===== config.mk =====
export PLATFORM = sky130hd
export DESIGN_NAME = windowed_color_centroid_tracker_unit
export DESIGN_NICKNAME = d
export VERILOG_FILES = /design/src/hw/rtl/wcct_pkg.sv /design/src/hw/rtl/wcct_ctrl.sv /design/src/hw/rtl/wcct_dp.sv /design/src/hw/rtl/windowed_color_centroid_tracker_unit.sv
export SDC_FILE = /design/constraint.sdc
export NUM_CORES = 2
export LEC_CHECK = 0
export ABC_CLOCK_PERIOD_IN_PS = 19380
export BUFFER_PORTS_ARGS = -buffer_cell sky130_fd_sc_hd__buf_2
export CORE_ASPECT_RATIO = 2
export CORE_MARGIN = 2
export CORE_UTILIZATION = 60
export CTS_CLUSTER_DIAMETER = 30
export CTS_CLUSTER_SIZE = 20
export DETAILED_ROUTE_END_ITERATION = 6
export PLACE_DENSITY = 0.8
export SETUP_SLACK_MARGIN = 0.5
export SLEW_MARGIN = 20
export SYNTH_ARGS = -nofsm -noshare
export SYNTH_HDL_FRONTEND = slang
export SYNTH_SLANG_ARGS = --single-unit

===== constraint.sdc =====
create_clock -name clock -period 19.38 [get_ports clock]
set_clock_uncertainty 0.15 [all_clocks]
set_input_delay 1.938 -clock clock [delete_from_list [all_inputs] [get_ports clock]]
set_output_delay 1.938 -clock clock [all_outputs]
set_load 0.05 [all_outputs]

===== src/hw/rtl/wcct_pkg.sv =====
package wcct_pkg;
   localparam int COORD_BITS_DEF = 12;
   localparam int SIZE_BITS = 13;
   localparam int WEIGHT_BITS = 40;
   localparam int SUM_BITS = 64;
   localparam int THR_BITS = 20;
   localparam int CSR_IDX_BITS = 3;
   localparam int CSR_DATA_BITS = 20;
   localparam logic [9:0] HIT_WEIGHT = 10'd765;
   localparam logic [4:0] GROW_BIG = 5'd15;
   localparam logic [4:0] GROW_BIG2 = 5'd30;

   localparam logic [CSR_IDX_BITS-1:0] REG_MASK_THR = 3'd0;
   localparam logic [CSR_IDX_BITS-1:0] REG_HUE_CTR  = 3'd1;
   localparam logic [CSR_IDX_BITS-1:0] REG_HUE_TOL  = 3'd2;
   localparam logic [CSR_IDX_BITS-1:0] REG_WIN      = 3'd3;
   localparam logic [CSR_IDX_BITS-1:0] REG_FRAME_W  = 3'd4;
   localparam logic [CSR_IDX_BITS-1:0] REG_FRAME_H  = 3'd5;
   localparam logic [CSR_IDX_BITS-1:0] REG_WEIGHT   = 3'd6;

   typedef struct packed {
      logic accum;      // accumulate the pixel held at the request port
      logic div_start;  // begin both centroid divisions
      logic finish;     // update region and point, clear accumulators
   } ctrl_cmd_type;

   typedef struct packed {
      logic frame_end;
      logic div_done;
   } ctrl_sts_type;
endpackage


===== src/hw/rtl/wcct_ctrl.sv =====
module wcct_ctrl (
   input  logic                  clock,
   input  logic                  reset,
   input  logic                  req_valid,
   output logic                  req_ready,
   output logic                  rsp_valid,
   input  logic                  rsp_ready,
   input  wcct_pkg::ctrl_sts_type sts,
   output wcct_pkg::ctrl_cmd_type cmd
);
   import wcct_pkg::*;

   typedef enum logic [3:0] {
      ST_IDLE = 4'b0001,
      ST_DIV  = 4'b0010,
      ST_FIN  = 4'b0100,
      ST_OUT  = 4'b1000
   } state_type;

   state_type state_ff, state_in;
   logic      take;

   assign req_ready = (state_ff == ST_IDLE);
   assign rsp_valid = (state_ff == ST_OUT);
   assign take = req_valid && req_ready;

   always_comb begin
      state_in = state_ff;
      cmd = '0;
      unique case (state_ff)
         ST_IDLE: begin
            cmd.accum = take;
            if (take && sts.frame_end) begin
               state_in = ST_DIV;
            end
         end
         ST_DIV: begin
            cmd.div_start = 1'b1;
            state_in = ST_FIN;
         end
         ST_FIN: begin
            if (sts.div_done) begin
               cmd.finish = 1'b1;
               state_in = ST_OUT;
            end
         end
         ST_OUT: begin
            if (rsp_ready) begin
               state_in = ST_IDLE;
            end
         end
         default: state_in = ST_IDLE;
      endcase
   end

   always_ff @(posedge clock) begin
      if (reset) begin
         state_ff <= ST_IDLE;
      end else begin
         state_ff <= state_in;
      end
   end
endmodule


===== src/hw/rtl/wcct_dp.sv =====
module wcct_dp #(
   parameter int COORD_BITS = wcct_pkg::COORD_BITS_DEF
) (
   input  logic                          clock,
   input  logic                          reset,
   input  logic                          csr_write_enable,
   input  logic [wcct_pkg::CSR_IDX_BITS-1:0]  csr_index,
   input  logic [wcct_pkg::CSR_DATA_BITS-1:0] csr_write_data,
   input  logic [COORD_BITS-1:0]         col,
   input  logic [COORD_BITS-1:0]         row,
   input  logic [7:0]                    chan_blue,
   input  logic [7:0]                    chan_green,
   input  logic [7:0]                    chan_red,
   input  logic [7:0]                    hue_value,
   input  logic                          frame_end,
   input  wcct_pkg::ctrl_cmd_type        cmd,
   output wcct_pkg::ctrl_sts_type        sts,
   output logic                          found,
   output logic [COORD_BITS-1:0]         point_x,
   output logic [COORD_BITS-1:0]         point_y,
   output logic [COORD_BITS-1:0]         region_x,
   output logic [COORD_BITS-1:0]         region_y,
   output logic [wcct_pkg::SIZE_BITS-1:0] region_width,
   output logic [wcct_pkg::SIZE_BITS-1:0] region_height
);
   import wcct_pkg::*;

   localparam int DIV_CNT_BITS = $clog2(SUM_BITS + 1);
   localparam int SB = SIZE_BITS + 2;
   localparam int RB = SB + 1;
   localparam int PB = COORD_BITS + 10;

   logic [7:0]  mask_thr_ff, hue_ctr_ff, hue_tol_ff;
   logic [SIZE_BITS-1:0] win_ff, fw_ff, fh_ff;
   logic [THR_BITS-1:0] wthr_ff;

   logic [SUM_BITS-1:0] sum_c_ff, sum_r_ff;
   logic [WEIGHT_BITS-1:0] wt_ff;
   logic hit_ff;
   logic [COORD_BITS-1:0] left_ff, top_ff, px_ff, py_ff;
   logic [SIZE_BITS-1:0] sw_ff, sh_ff;
   logic found_ff;

   // Two restoring dividers run side by side, one quotient bit a cycle each.
   logic [SUM_BITS-1:0] qc_ff, qr_ff;
   logic [WEIGHT_BITS:0] remc_ff, remr_ff;
   logic [DIV_CNT_BITS-1:0] cnt_ff;
   logic busy_ff;

   always_ff @(posedge clock) begin
      if (reset) begin
         mask_thr_ff <= 8'd70;
         hue_ctr_ff <= 8'd120;
         hue_tol_ff <= 8'd10;
         win_ff <= SIZE_BITS'(64);
         fw_ff <= SIZE_BITS'(640);
         fh_ff <= SIZE_BITS'(480);
         wthr_ff <= THR_BITS'(3000);
      end else if (csr_write_enable) begin
         unique case (csr_index)
            REG_MASK_THR: mask_thr_ff <= csr_write_data[7:0];
            REG_HUE_CTR:  hue_ctr_ff <= csr_write_data[7:0];
            REG_HUE_TOL:  hue_tol_ff <= csr_write_data[7:0];
            REG_WIN:      win_ff <= csr_write_data[SIZE_BITS-1:0];
            REG_FRAME_W:  fw_ff <= csr_write_data[SIZE_BITS-1:0];
            REG_FRAME_H:  fh_ff <= csr_write_data[SIZE_BITS-1:0];
            REG_WEIGHT:   wthr_ff <= csr_write_data;
            default: ;
         endcase
      end
   end

   // Pixel qualification.
   logic in_region, colour_ok, qualify, fits;
   logic signed [9:0] hue_s, hi_s, lo_s;
   logic [WEIGHT_BITS-1:0] w_add;
   logic [WEIGHT_BITS:0] wt_sum;

   always_comb begin
      in_region = (RB'(col) >= RB'(left_ff)) &&
                  (RB'(col) < (RB'(left_ff) + RB'(sw_ff))) &&
                  (RB'(row) >= RB'(top_ff)) &&
                  (RB'(row) < (RB'(top_ff) + RB'(sh_ff)));
      hue_s = $signed({2'b0, hue_value});
      hi_s = $signed({2'b0, hue_ctr_ff}) + $signed({2'b0, hue_tol_ff});
      lo_s = $signed({2'b0, hue_ctr_ff}) - $signed({2'b0, hue_tol_ff});
      colour_ok = (chan_blue > mask_thr_ff) && (chan_green > mask_thr_ff) &&
                  (chan_red > mask_thr_ff) && (hue_s < hi_s) && (hue_s > lo_s);
      w_add = hit_ff ? WEIGHT_BITS'(HIT_WEIGHT) : WEIGHT_BITS'(1);
      wt_sum = {1'b0, wt_ff} + {1'b0, w_add};
      fits = !wt_sum[WEIGHT_BITS];
      qualify = in_region && colour_ok && fits;
   end

   logic [SUM_BITS-1:0] col_w, row_w;
   always_comb begin
      col_w = hit_ff ? SUM_BITS'(PB'(col) * PB'(HIT_WEIGHT)) : SUM_BITS'(col);
      row_w = hit_ff ? SUM_BITS'(PB'(row) * PB'(HIT_WEIGHT)) : SUM_BITS'(row);
   end

   logic [WEIGHT_BITS:0] tc, tr;
   always_comb begin
      tc = {remc_ff[WEIGHT_BITS-1:0], qc_ff[SUM_BITS-1]};
      tr = {remr_ff[WEIGHT_BITS-1:0], qr_ff[SUM_BITS-1]};
   end

   always_ff @(posedge clock) begin
      if (reset) begin
         busy_ff <= 1'b0;
         cnt_ff <= '0;
      end else if (cmd.div_start) begin
         busy_ff <= 1'b1;
         cnt_ff <= DIV_CNT_BITS'(SUM_BITS);
      end else if (busy_ff) begin
         cnt_ff <= cnt_ff - 1'b1;
         if (cnt_ff == DIV_CNT_BITS'(1)) begin
            busy_ff <= 1'b0;
         end
      end
   end

   always_ff @(posedge clock) begin
      if (cmd.div_start) begin
         qc_ff <= sum_c_ff;
         qr_ff <= sum_r_ff;
         remc_ff <= '0;
         remr_ff <= '0;
      end else if (busy_ff) begin
         if (tc >= {1'b0, wt_ff}) begin
            remc_ff <= tc - {1'b0, wt_ff};
            qc_ff <= {qc_ff[SUM_BITS-2:0], 1'b1};
         end else begin
            remc_ff <= tc;
            qc_ff <= {qc_ff[SUM_BITS-2:0], 1'b0};
         end
         if (tr >= {1'b0, wt_ff}) begin
            remr_ff <= tr - {1'b0, wt_ff};
            qr_ff <= {qr_ff[SUM_BITS-2:0], 1'b1};
         end else begin
            remr_ff <= tr;
            qr_ff <= {qr_ff[SUM_BITS-2:0], 1'b0};
         end
      end
   end

   assign sts.frame_end = frame_end;
   assign sts.div_done = !busy_ff;

   // Frame-end decision.
   logic det;
   logic [COORD_BITS-1:0] npx, npy, nleft, ntop, gleft, gtop;
   logic [SIZE_BITS-1:0] gw, gh;

   function automatic logic [COORD_BITS-1:0] centre(
      input logic [COORD_BITS-1:0] p, input logic [SIZE_BITS-1:0] lim,
      input logic [SIZE_BITS-1:0] win);
      logic signed [SB:0] half, v;
      begin
         half = $signed((SB+1)'(win >> 1));
         if ($signed((SB+1)'(p)) - half < 0) v = '0;
         else if ($signed((SB+1)'(p)) + half >= $signed((SB+1)'(lim)))
            v = $signed((SB+1)'(lim)) - $signed((SB+1)'(win)) - 1;
         else v = $signed((SB+1)'(p)) - half;
         if (v < 0) v = '0;
         centre = v[COORD_BITS-1:0];
      end
   endfunction

   function automatic logic [COORD_BITS+SIZE_BITS-1:0] grow(
      input logic [COORD_BITS-1:0] s, input logic [SIZE_BITS-1:0] l,
      input logic [SIZE_BITS-1:0] lim);
      logic [COORD_BITS-1:0] ns;
      logic [SIZE_BITS-1:0] nl;
      logic [SB:0] t;
      begin
         if (s >= COORD_BITS'(GROW_BIG)) ns = s - COORD_BITS'(GROW_BIG);
         else if (s != '0) ns = s - 1'b1;
         else ns = '0;
         t = (SB+1)'(l) + (SB+1)'(ns);
         if (t + (SB+1)'(GROW_BIG2) < (SB+1)'(lim)) nl = l + SIZE_BITS'(GROW_BIG2);
         else if (t + 1'b1 < (SB+1)'(lim)) nl = l + 1'b1;
         else nl = l;
         grow = {ns, nl};
      end
   endfunction

   always_comb begin
      det = hit_ff && (wt_ff >= WEIGHT_BITS'(wthr_ff)) && (wt_ff != '0);
      npx = (qc_ff < SUM_BITS'(fw_ff)) ? qc_ff[COORD_BITS-1:0]
                                       : COORD_BITS'(fw_ff >> 1);
      npy = (qr_ff < SUM_BITS'(fh_ff)) ? qr_ff[COORD_BITS-1:0]
                                       : COORD_BITS'(fh_ff >> 1);
      nleft = centre(npx, fw_ff, win_ff);
      ntop = centre(npy, fh_ff, win_ff);
      {gleft, gw} = grow(left_ff, sw_ff, fw_ff);
      {gtop, gh} = grow(top_ff, sh_ff, fh_ff);
   end

   always_ff @(posedge clock) begin
      if (reset) begin
         sum_c_ff <= '0;
         sum_r_ff <= '0;
         wt_ff <= '0;
         hit_ff <= 1'b0;
         left_ff <= '0;
         top_ff <= '0;
         sw_ff <= '0;
         sh_ff <= '0;
         px_ff <= '0;
         py_ff <= '0;
         found_ff <= 1'b0;
      end else if (cmd.accum && qualify) begin
         sum_c_ff <= sum_c_ff + col_w;
         sum_r_ff <= sum_r_ff + row_w;
         wt_ff <= wt_sum[WEIGHT_BITS-1:0];
         hit_ff <= 1'b1;
      end else if (cmd.finish) begin
         found_ff <= det;
         if (det) begin
            px_ff <= npx;
            py_ff <= npy;
            left_ff <= nleft;
            top_ff <= ntop;
            sw_ff <= win_ff;
            sh_ff <= win_ff;
         end else begin
            left_ff <= gleft;
            top_ff <= gtop;
            sw_ff <= gw;
            sh_ff <= gh;
         end
         sum_c_ff <= '0;
         sum_r_ff <= '0;
         wt_ff <= '0;
         hit_ff <= 1'b0;
      end
   end

   assign found = found_ff;
   assign point_x = px_ff;
   assign point_y = py_ff;
   assign region_x = left_ff;
   assign region_y = top_ff;
   assign region_width = sw_ff;
   assign region_height = sh_ff;
endmodule


===== src/hw/rtl/windowed_color_centroid_tracker_unit.sv =====
// Colour centroid tracker.
// The req_ channel carries one pixel per transaction: coordinates, three
// colour channels, a hue byte and a frame_end flag. While idle, pixels are
// taken back to back; qualifying ones update the weighted sums of the region.
// A pixel with frame_end set starts the frame-end work: two 64-bit divisions
// by the total weight run side by side on restoring dividers, one quotient
// bit per cycle; the controller then finishes and raises rsp_valid. The
// result holds until rsp_ready is seen; while it waits, and during the
// division, req_ready is low, so a stalled receiver stalls the pixel stream.
// The next pixel can be taken in the cycle after the result is accepted.
// The csr_ port writes configuration registers; index 0 to 6 select mask
// threshold, hue centre, hue tolerance, window size, frame width, frame
// height and weight threshold. Write only while idle.
// Reset loads the default configuration, clears the sums and leaves an
// empty search region, so the first frame only grows the region.
module windowed_color_centroid_tracker_unit #(
   parameter int COORD_BITS = wcct_pkg::COORD_BITS_DEF
) (
   input  logic                                clock,
   input  logic                                reset,
   input  logic                                csr_write_enable,
   input  logic [wcct_pkg::CSR_IDX_BITS-1:0]   csr_index,
   input  logic [wcct_pkg::CSR_DATA_BITS-1:0]  csr_write_data,
   input  logic                                req_valid,
   output logic                                req_ready,
   input  logic [COORD_BITS-1:0]               req_col,
   input  logic [COORD_BITS-1:0]               req_row,
   input  logic [7:0]                          req_chan_blue,
   input  logic [7:0]                          req_chan_green,
   input  logic [7:0]                          req_chan_red,
   input  logic [7:0]                          req_hue_value,
   input  logic                                req_frame_end,
   output logic                                rsp_valid,
   input  logic                                rsp_ready,
   output logic                                rsp_found,
   output logic [COORD_BITS-1:0]               rsp_point_x,
   output logic [COORD_BITS-1:0]               rsp_point_y,
   output logic [COORD_BITS-1:0]               rsp_region_x,
   output logic [COORD_BITS-1:0]               rsp_region_y,
   output logic [wcct_pkg::SIZE_BITS-1:0]      rsp_region_width,
   output logic [wcct_pkg::SIZE_BITS-1:0]      rsp_region_height
);
   import wcct_pkg::*;

   ctrl_cmd_type cmd;
   ctrl_sts_type sts;

   wcct_ctrl u_ctrl (
      .clock, .reset, .req_valid, .req_ready, .rsp_valid, .rsp_ready,
      .sts(sts), .cmd(cmd)
   );

   wcct_dp #(.COORD_BITS(COORD_BITS)) u_dp (
      .clock, .reset, .csr_write_enable, .csr_index, .csr_write_data,
      .col(req_col), .row(req_row), .chan_blue(req_chan_blue),
      .chan_green(req_chan_green), .chan_red(req_chan_red),
      .hue_value(req_hue_value), .frame_end(req_frame_end),
      .cmd(cmd), .sts(sts),
      .found(rsp_found), .point_x(rsp_point_x), .point_y(rsp_point_y),
      .region_x(rsp_region_x), .region_y(rsp_region_y),
      .region_width(rsp_region_width), .region_height(rsp_region_height)
   );
endmodule


# Word level (Yosys, flattened, before mapping)
# Index checks and enable logic that the tools add are counted.
# word_totals
word_cells	190
out_inout_bits	77
ff_bits	547
inputBits	85
# classes
n_lt_le_gt_ge	26
n_reduce_logical	36
n_bitwise	1
mux	51
eq_ne	14
n_addsub	34
multipliers	2
# ops
cell	n
2-to-1 mux 64 bit	7
2-to-1 mux 40 bit	4
adder 64 bit	2
< comparator 64 x 13 -> 1 bit	2
2-to-1 mux 12 bit	10
greater-or-equal comparator 41 x 40 -> 1 bit	2
subtractor 40 bit	2
2-to-1 mux 13 bit	6
< comparator 16 x 13 -> 1 bit	4
< comparator 32 x 1 -> 1 bit (second input constant)	2
2-to-1 mux 16 bit	4
subtractor 12 x 12 -> 13 bit	4
multiplier 12 x 10 -> 22 bit (second input constant)	2
2-to-1 mux 22 bit	2
adder 40 x 40 -> 41 bit	1
greater-or-equal comparator 40 x 20 -> 1 bit	1
nonzero test 40 bit	1
adder 16 x 1 -> 16 bit (second input constant)	2
adder 16 x 5 -> 16 bit (second input constant)	2
greater-or-equal comparator 16 x 14 -> 1 bit	2
< comparator 12 x 16 -> 1 bit	2
< comparator 16 x 1 -> 1 bit (second input constant)	2
subtractor 16 x 2 -> 16 bit (second input constant)	2
adder 12 x 13 -> 14 bit	2
40 further kinds	94

# Longest topological paths before layout
# logic_depth
depth_word	10
depth_mapped	38
ltp_nobuf	36

# Hierarchy
# From an unflattened synthesis, not the netlist that was laid out.
# hier_totals
hier_cells	5923
hier_area_um2	49876.6
# by_module_without_submodules
mod	instances	cells_each	seq_area_each_um2	area_per_inst_um2
wcct_dp	1	5894	12151.7	49607.6
wcct_ctrl	1	29	80.1	269.0

# Worst setup path before layout
# No wires, ideal clock.
# synth_timing
path_kind	input to register
from	input port req_row[5]
to	register u_dp.sum_r_ff[50]
setup_slack_ns	10.760
setup_time_ns	0.070
cell_stages	30
t_arrival_ns	8.399
required_ns	19.160
path_buffers	2
path_cell_list	fa_1 -> fa_1 -> inv_1 -> fa_1 -> inv_1 -> fa_1 -> inv_1 -> fa_1 -> inv_1 -> ha_1 -> a21o_1 -> a21o_1 -> a21oi_1 -> o211a_1 -> nor2_1 -> nor2_1 -> xor2_1 -> nor2_1 -> ha_1 -> a21oi_1 -> o21ai_0 -> nand2b_1 -> a31oi_1 -> o21ai_0 -> a21o_1 -> a21oi_1 -> clkbuf_1 -> clkbuf_1 -> o311ai_0 -> a21oi_1
# synth_between
elab_chain_len	7
word_cells_on_any_way	12
cone_classes	1 x add/sub; 1 x mul; 2 x order compare; 2 x mux; 6 x reduce/logical
# synth_lines
item	line	rtl
start: declaration	windowed_color_centroid_tracker_unit.sv:27	input logic [COORD_BITS-1:0] req_row,
parallel branches: the longest is 7 deep, another holds adder 64 bit	-	
end signal: assignment	wcct_dp.sv:214	sum_r_ff <= sum_r_ff + row_w;
end: declaration	wcct_dp.sv:37	logic [SUM_BITS-1:0] sum_c_ff, sum_r_ff;
# Several ways; the timed one is not identified.
# A chain may end at the register's enable or synchronous reset.

# Final worst setup path
# layout_timing
from	register u_dp.fw_ff[12]
to	register u_dp.left_ff[4], in the netlist u_dp.region_x[4]
# layout_between
elab_chain_len	9
word_cells_on_any_way	14
cone_classes	5 x add/sub; 4 x order compare; 5 x mux
# layout_lines
item	line	rtl
start: declaration	wcct_dp.sv:34	logic [SIZE_BITS-1:0] win_ff, fw_ff, fh_ff;
start signal: assignment	wcct_dp.sv:65	REG_FRAME_W: fw_ff <= csr_write_data[SIZE_BITS-1:0];
< comparator 64 x 13 -> 1 bit *	wcct_dp.sv:189	npx = (qc_ff < SUM_BITS'(fw_ff)) ? qc_ff[COORD_BITS-1:0]
2-to-1 mux 12 bit *	wcct_dp.sv:189	
net u_dp.npx[1]	wcct_dp.sv:151	logic [COORD_BITS-1:0] npx, npy, nleft, ntop, gleft, gtop;
adder 12 x 12 -> 13 bit	wcct_dp.sv:161	else if ($signed((SB+1)'(p)) + half >= $signed((SB+1)'(lim)))
greater-or-equal comparator 16 x 14 -> 1 bit	wcct_dp.sv:161	
2-to-1 mux 16 bit	wcct_dp.sv:161	
2-to-1 mux 16 bit *	wcct_dp.sv:160	if ($signed((SB+1)'(p)) - half < 0) v = '0;
< comparator 16 x 1 -> 1 bit	wcct_dp.sv:164	if (v < 0) v = '0;
2-to-1 mux 12 bit *	wcct_dp.sv:164	
2-to-1 mux 12 bit *	wcct_dp.sv:219	if (det) begin
end signal: assignment	wcct_dp.sv:222	left_ff <= nleft;
end signal: assignment	wcct_dp.sv:227	left_ff <= gleft;
end: declaration	wcct_dp.sv:40	logic [COORD_BITS-1:0] left_ff, top_ff, px_ff, py_ff;
# The timed path passes the listed nets; every way through them passes the cells marked *.

==> metrics.md <==
| Metric | Value |
|---|---|
| Status | finished clean |
| Worst hold path class | reg2reg |
| Async SR Flop Fraction | 0% |
| Worst VDD drop | roughly 0.000090 V |
| Die ar. | 0.0845 mm^2 |
| Critical path arrival | ~10 ns |
| Maximum root-to-sink buffer count | 3 |
| CTS tree | yes |
| Tmin final | 9.52 ns |
| Critical path launch point type | flop |
| Sequential share of the synthesized area | between 20% and 30% |
| Post CTS Setup Buffer Count | 0 |
| Yosys reg bits | 547 |
| Die Ht | between 400 and 500 um |
| Most common cell after layout, fill and taps aside | nand2_1 |
| Initial DRT Pass Iterations | 7 |
| CTS buffer count | 88 |
| Synth Area per Inst | between 8 and 9 um^2 |
| Reg-to-reg startpoint | u_dp.fw_ff[12] |
| DP Wirelength | 130000 um |
| Power per cell area | approximately 110 mW/mm^2 |
| Largest delay share family, worst path | compound AO/OA/AOI/OAI gates |
| Placer Congestion | 1.03 |
| Slowest CP cell | nor3_1 |
| Largest net degree at the start of global routing | 85 |
| Bufs and invs on worst path | 3 |
| Commonest cells after routing, fill and taps aside | nand2_1 (867), ha_1 (632), a21oi_1 (497), inv_1 (477), dfxtp_1 (417) |
| Worst-path clk slew | roughly 0.06 ns |
| Pleak | approximately 24 nW |
| Final setup vio count | 0 |
| Leading post-synthesis cells by cell area | dfxtp_1 (17%), ha_1 (16%), edfxtp_1 (7.8%) |
| Worst slew pin tran | 1.19 ns |
| Critical path required time | 19.76 ns |
| CP startpoint | u_dp.fw_ff[12] |
| Nets | roughly 7000 |
| Synth area leader | dfxtp_1 |
| Grt total ovfl | 0 |
| Synth Cell Area | about 0.049 mm^2 |
| Root buffer cell | clkbuf_16 |
| Critical path capture point type | flop |
| CTS H-tree depth | 3 |
| Final Slew Violations | 0 |
| Boundary pin count | 162 |
| Worst-Skew Late Latency | 0.72 ns |
| Drt wl/cell | roughly 23 um |
| Total nets after synthesis | between 6000 and 7000 |
| Post-CTS resize count | 0 |
| Crit-path max FO | 24 |
| Die X | 207 um |
| Synthesized instance count | 6102 |
| Placed Cells | around 7000 |
| Ys Warns | 0 |
| Yosys cell types | 93 |
| # clock sinks | 547 |
| Final WL | 169000 um |
| P_int | 3.41 mW |
| Comb power frac | 47.6% |
| Vias in the first global route | 47900 |
| GRT Util Overall | about two fifths |
| Pre-CTS WS | 9.35 ns |
| Sw Share | between 40% and 50% |
| RSZ-0062 raised after global routing | false |
| NetSw | 2.46 mW |
| Area of the multi-input gates | 0.0343 mm^2 |
| Reg power frac | 24.2% |
| First-pass GRT wire length | 259000 um |
| Slew margin rel. | between 20% and 30% |
| Tcrit/Tclk final | 49.1% |
| Starting Density | between 60% and 70% |
| Vias | between 40000 and 50000 |
| Area grow syn2layout | 9.70% |
| Design Power | 5.87 mW |
| Drt via density | 6.46 |
| Num rows | around 150 |
| Synth top area share | 17.0% |
| Max Clock Freq | approximately 0.11 GHz |
| Storage cell area | 0.0122 mm^2 |
| # hold bufs at CTS | 0 |
| Post-route ant nets | 0 |
| Final std cells w/o fill | around 7300 |
| Clk network pwr share | roughly 28% |
| Worst Hold Launch | u_dp.wthr_ff[13] |
| DRC | 0 |
| CP peak stage delay | between 0.9 and 1 ns |
| Layout filler cell count | between 6000 and 7000 |
| Fin worst setup slack | 9.86 ns |
| Max-Cap Viols | 0 |
| Placeable Area | 0.0813 mm^2 |
| Layout cells sized above 1 | slightly above 8% |
| IO buf count | approximately 160 |
| Initial antenna violation count | 11 |
| Setup tns final | 0 ns |
| Final Hold Viols | 0 |
| Initial DRC Count | 3700 |
| Post-synth top flop | dfxtp_1 |
| Number of enable flip-flop cells after synthesis | 128 |
| Crit path kind | reg2reg |
metrics by stage:
step	util, %	hold slack [ns]	instance area, um^2
6_report	66.4	0.303	54000
5_1_grt	66.4	0.329	54000
4_1_cts	66.4	0.305	54000
3_5_place_dp	62.6	0.298	50900
3_3_place_gp	62.6	0.292	50900
2_1_floorplan	-	0.285	49200
worst paths after layout:
check	end	slack (ns)	cells past startpoint
min	u_dp.wthr_ff[13]	0.30	2
max reg2reg	u_dp.region_x[4]	9.86	33
min reg2reg	u_dp.wthr_ff[13]	0.30	2
max	u_dp.region_x[4]	9.86	33
layer usage:
layer	vias up	wire length (um)	global-route usage, %
met5	-	66	0.179
met4	12	20100	39.5
met3	890	11200	8.35
met2	1911	84200	70.1
met1	22300	53300	36.6
li1	21900	-	-
worst min-delay path, cell delays in order, from the launching register on:
cell,delay (ns)
dfxtp_1,0.30
nand2_1,0.05
a21oi_1,0.05
area by class of cell:
type	instances	area share, %
timing repair buffer	210	2.19
multi-input combinational	4827	63.6
tap	1050	2.43
antenna	6	0.0278
clock inverter	66	1.49
sequential	547	22.7
clock buffer	98	4.26
inverter	480	3.34
Yosys cell counts (82+ instances only):
cell	n
nand2_1	869
ha_1	632
a21oi_1	498
inv_1	479
dfxtp_1	419
nor2_1	372
o21ai_0	281
clkbuf_1	221
xnor2_1	203
nand3_1	179
a21o_1	164
edfxtp_1	128
fa_1	128
xor2_1	120
nor3_1	100
a211oi_1	86
nand4_1	82
logic make-up after synthesis:
logic type	count (synthesis)	synth area share, %
buffers and inverters	728	5.62
multiplexers	96	2.06
XOR/XNOR	323	5.75
flip-flops	547	24.9
adder cells (fa/ha/maj)	760	21.3
AND/OR/NAND/NOR	2095	20.1
AO/OA/AOI/OAI	1553	20.4
state kept, by name, summed over array words and instances (netlist names), 13 cells and up:
register,flops
u_dp.qc_ff,64
u_dp.fw_ff,13
u_dp.sum_c_ff,64
u_dp.sum_r_ff,64
u_dp.remr_ff,40
u_dp.region_height,13
u_dp.wt_ff,40
u_dp.wthr_ff,20
u_dp.fh_ff,13
u_dp.region_width,13
u_dp.win_ff,13
u_dp.remc_ff,40
u_dp.qr_ff,64
power groups by stage:
stage | Combinational [mW] | Clock, mW | Sequential (mW)
after floorplan | 2.12 | 0 | 1.40
after global placement | 2.68 | 0 | 1.43
after detailed placement | 2.74 | 0 | 1.44
after CTS | 2.76 | 1.66 | 1.42
after global routing | 3.11 | 1.71 | 1.43
final | 2.80 | 1.65 | 1.42
(Power assumes the default switching activity.)
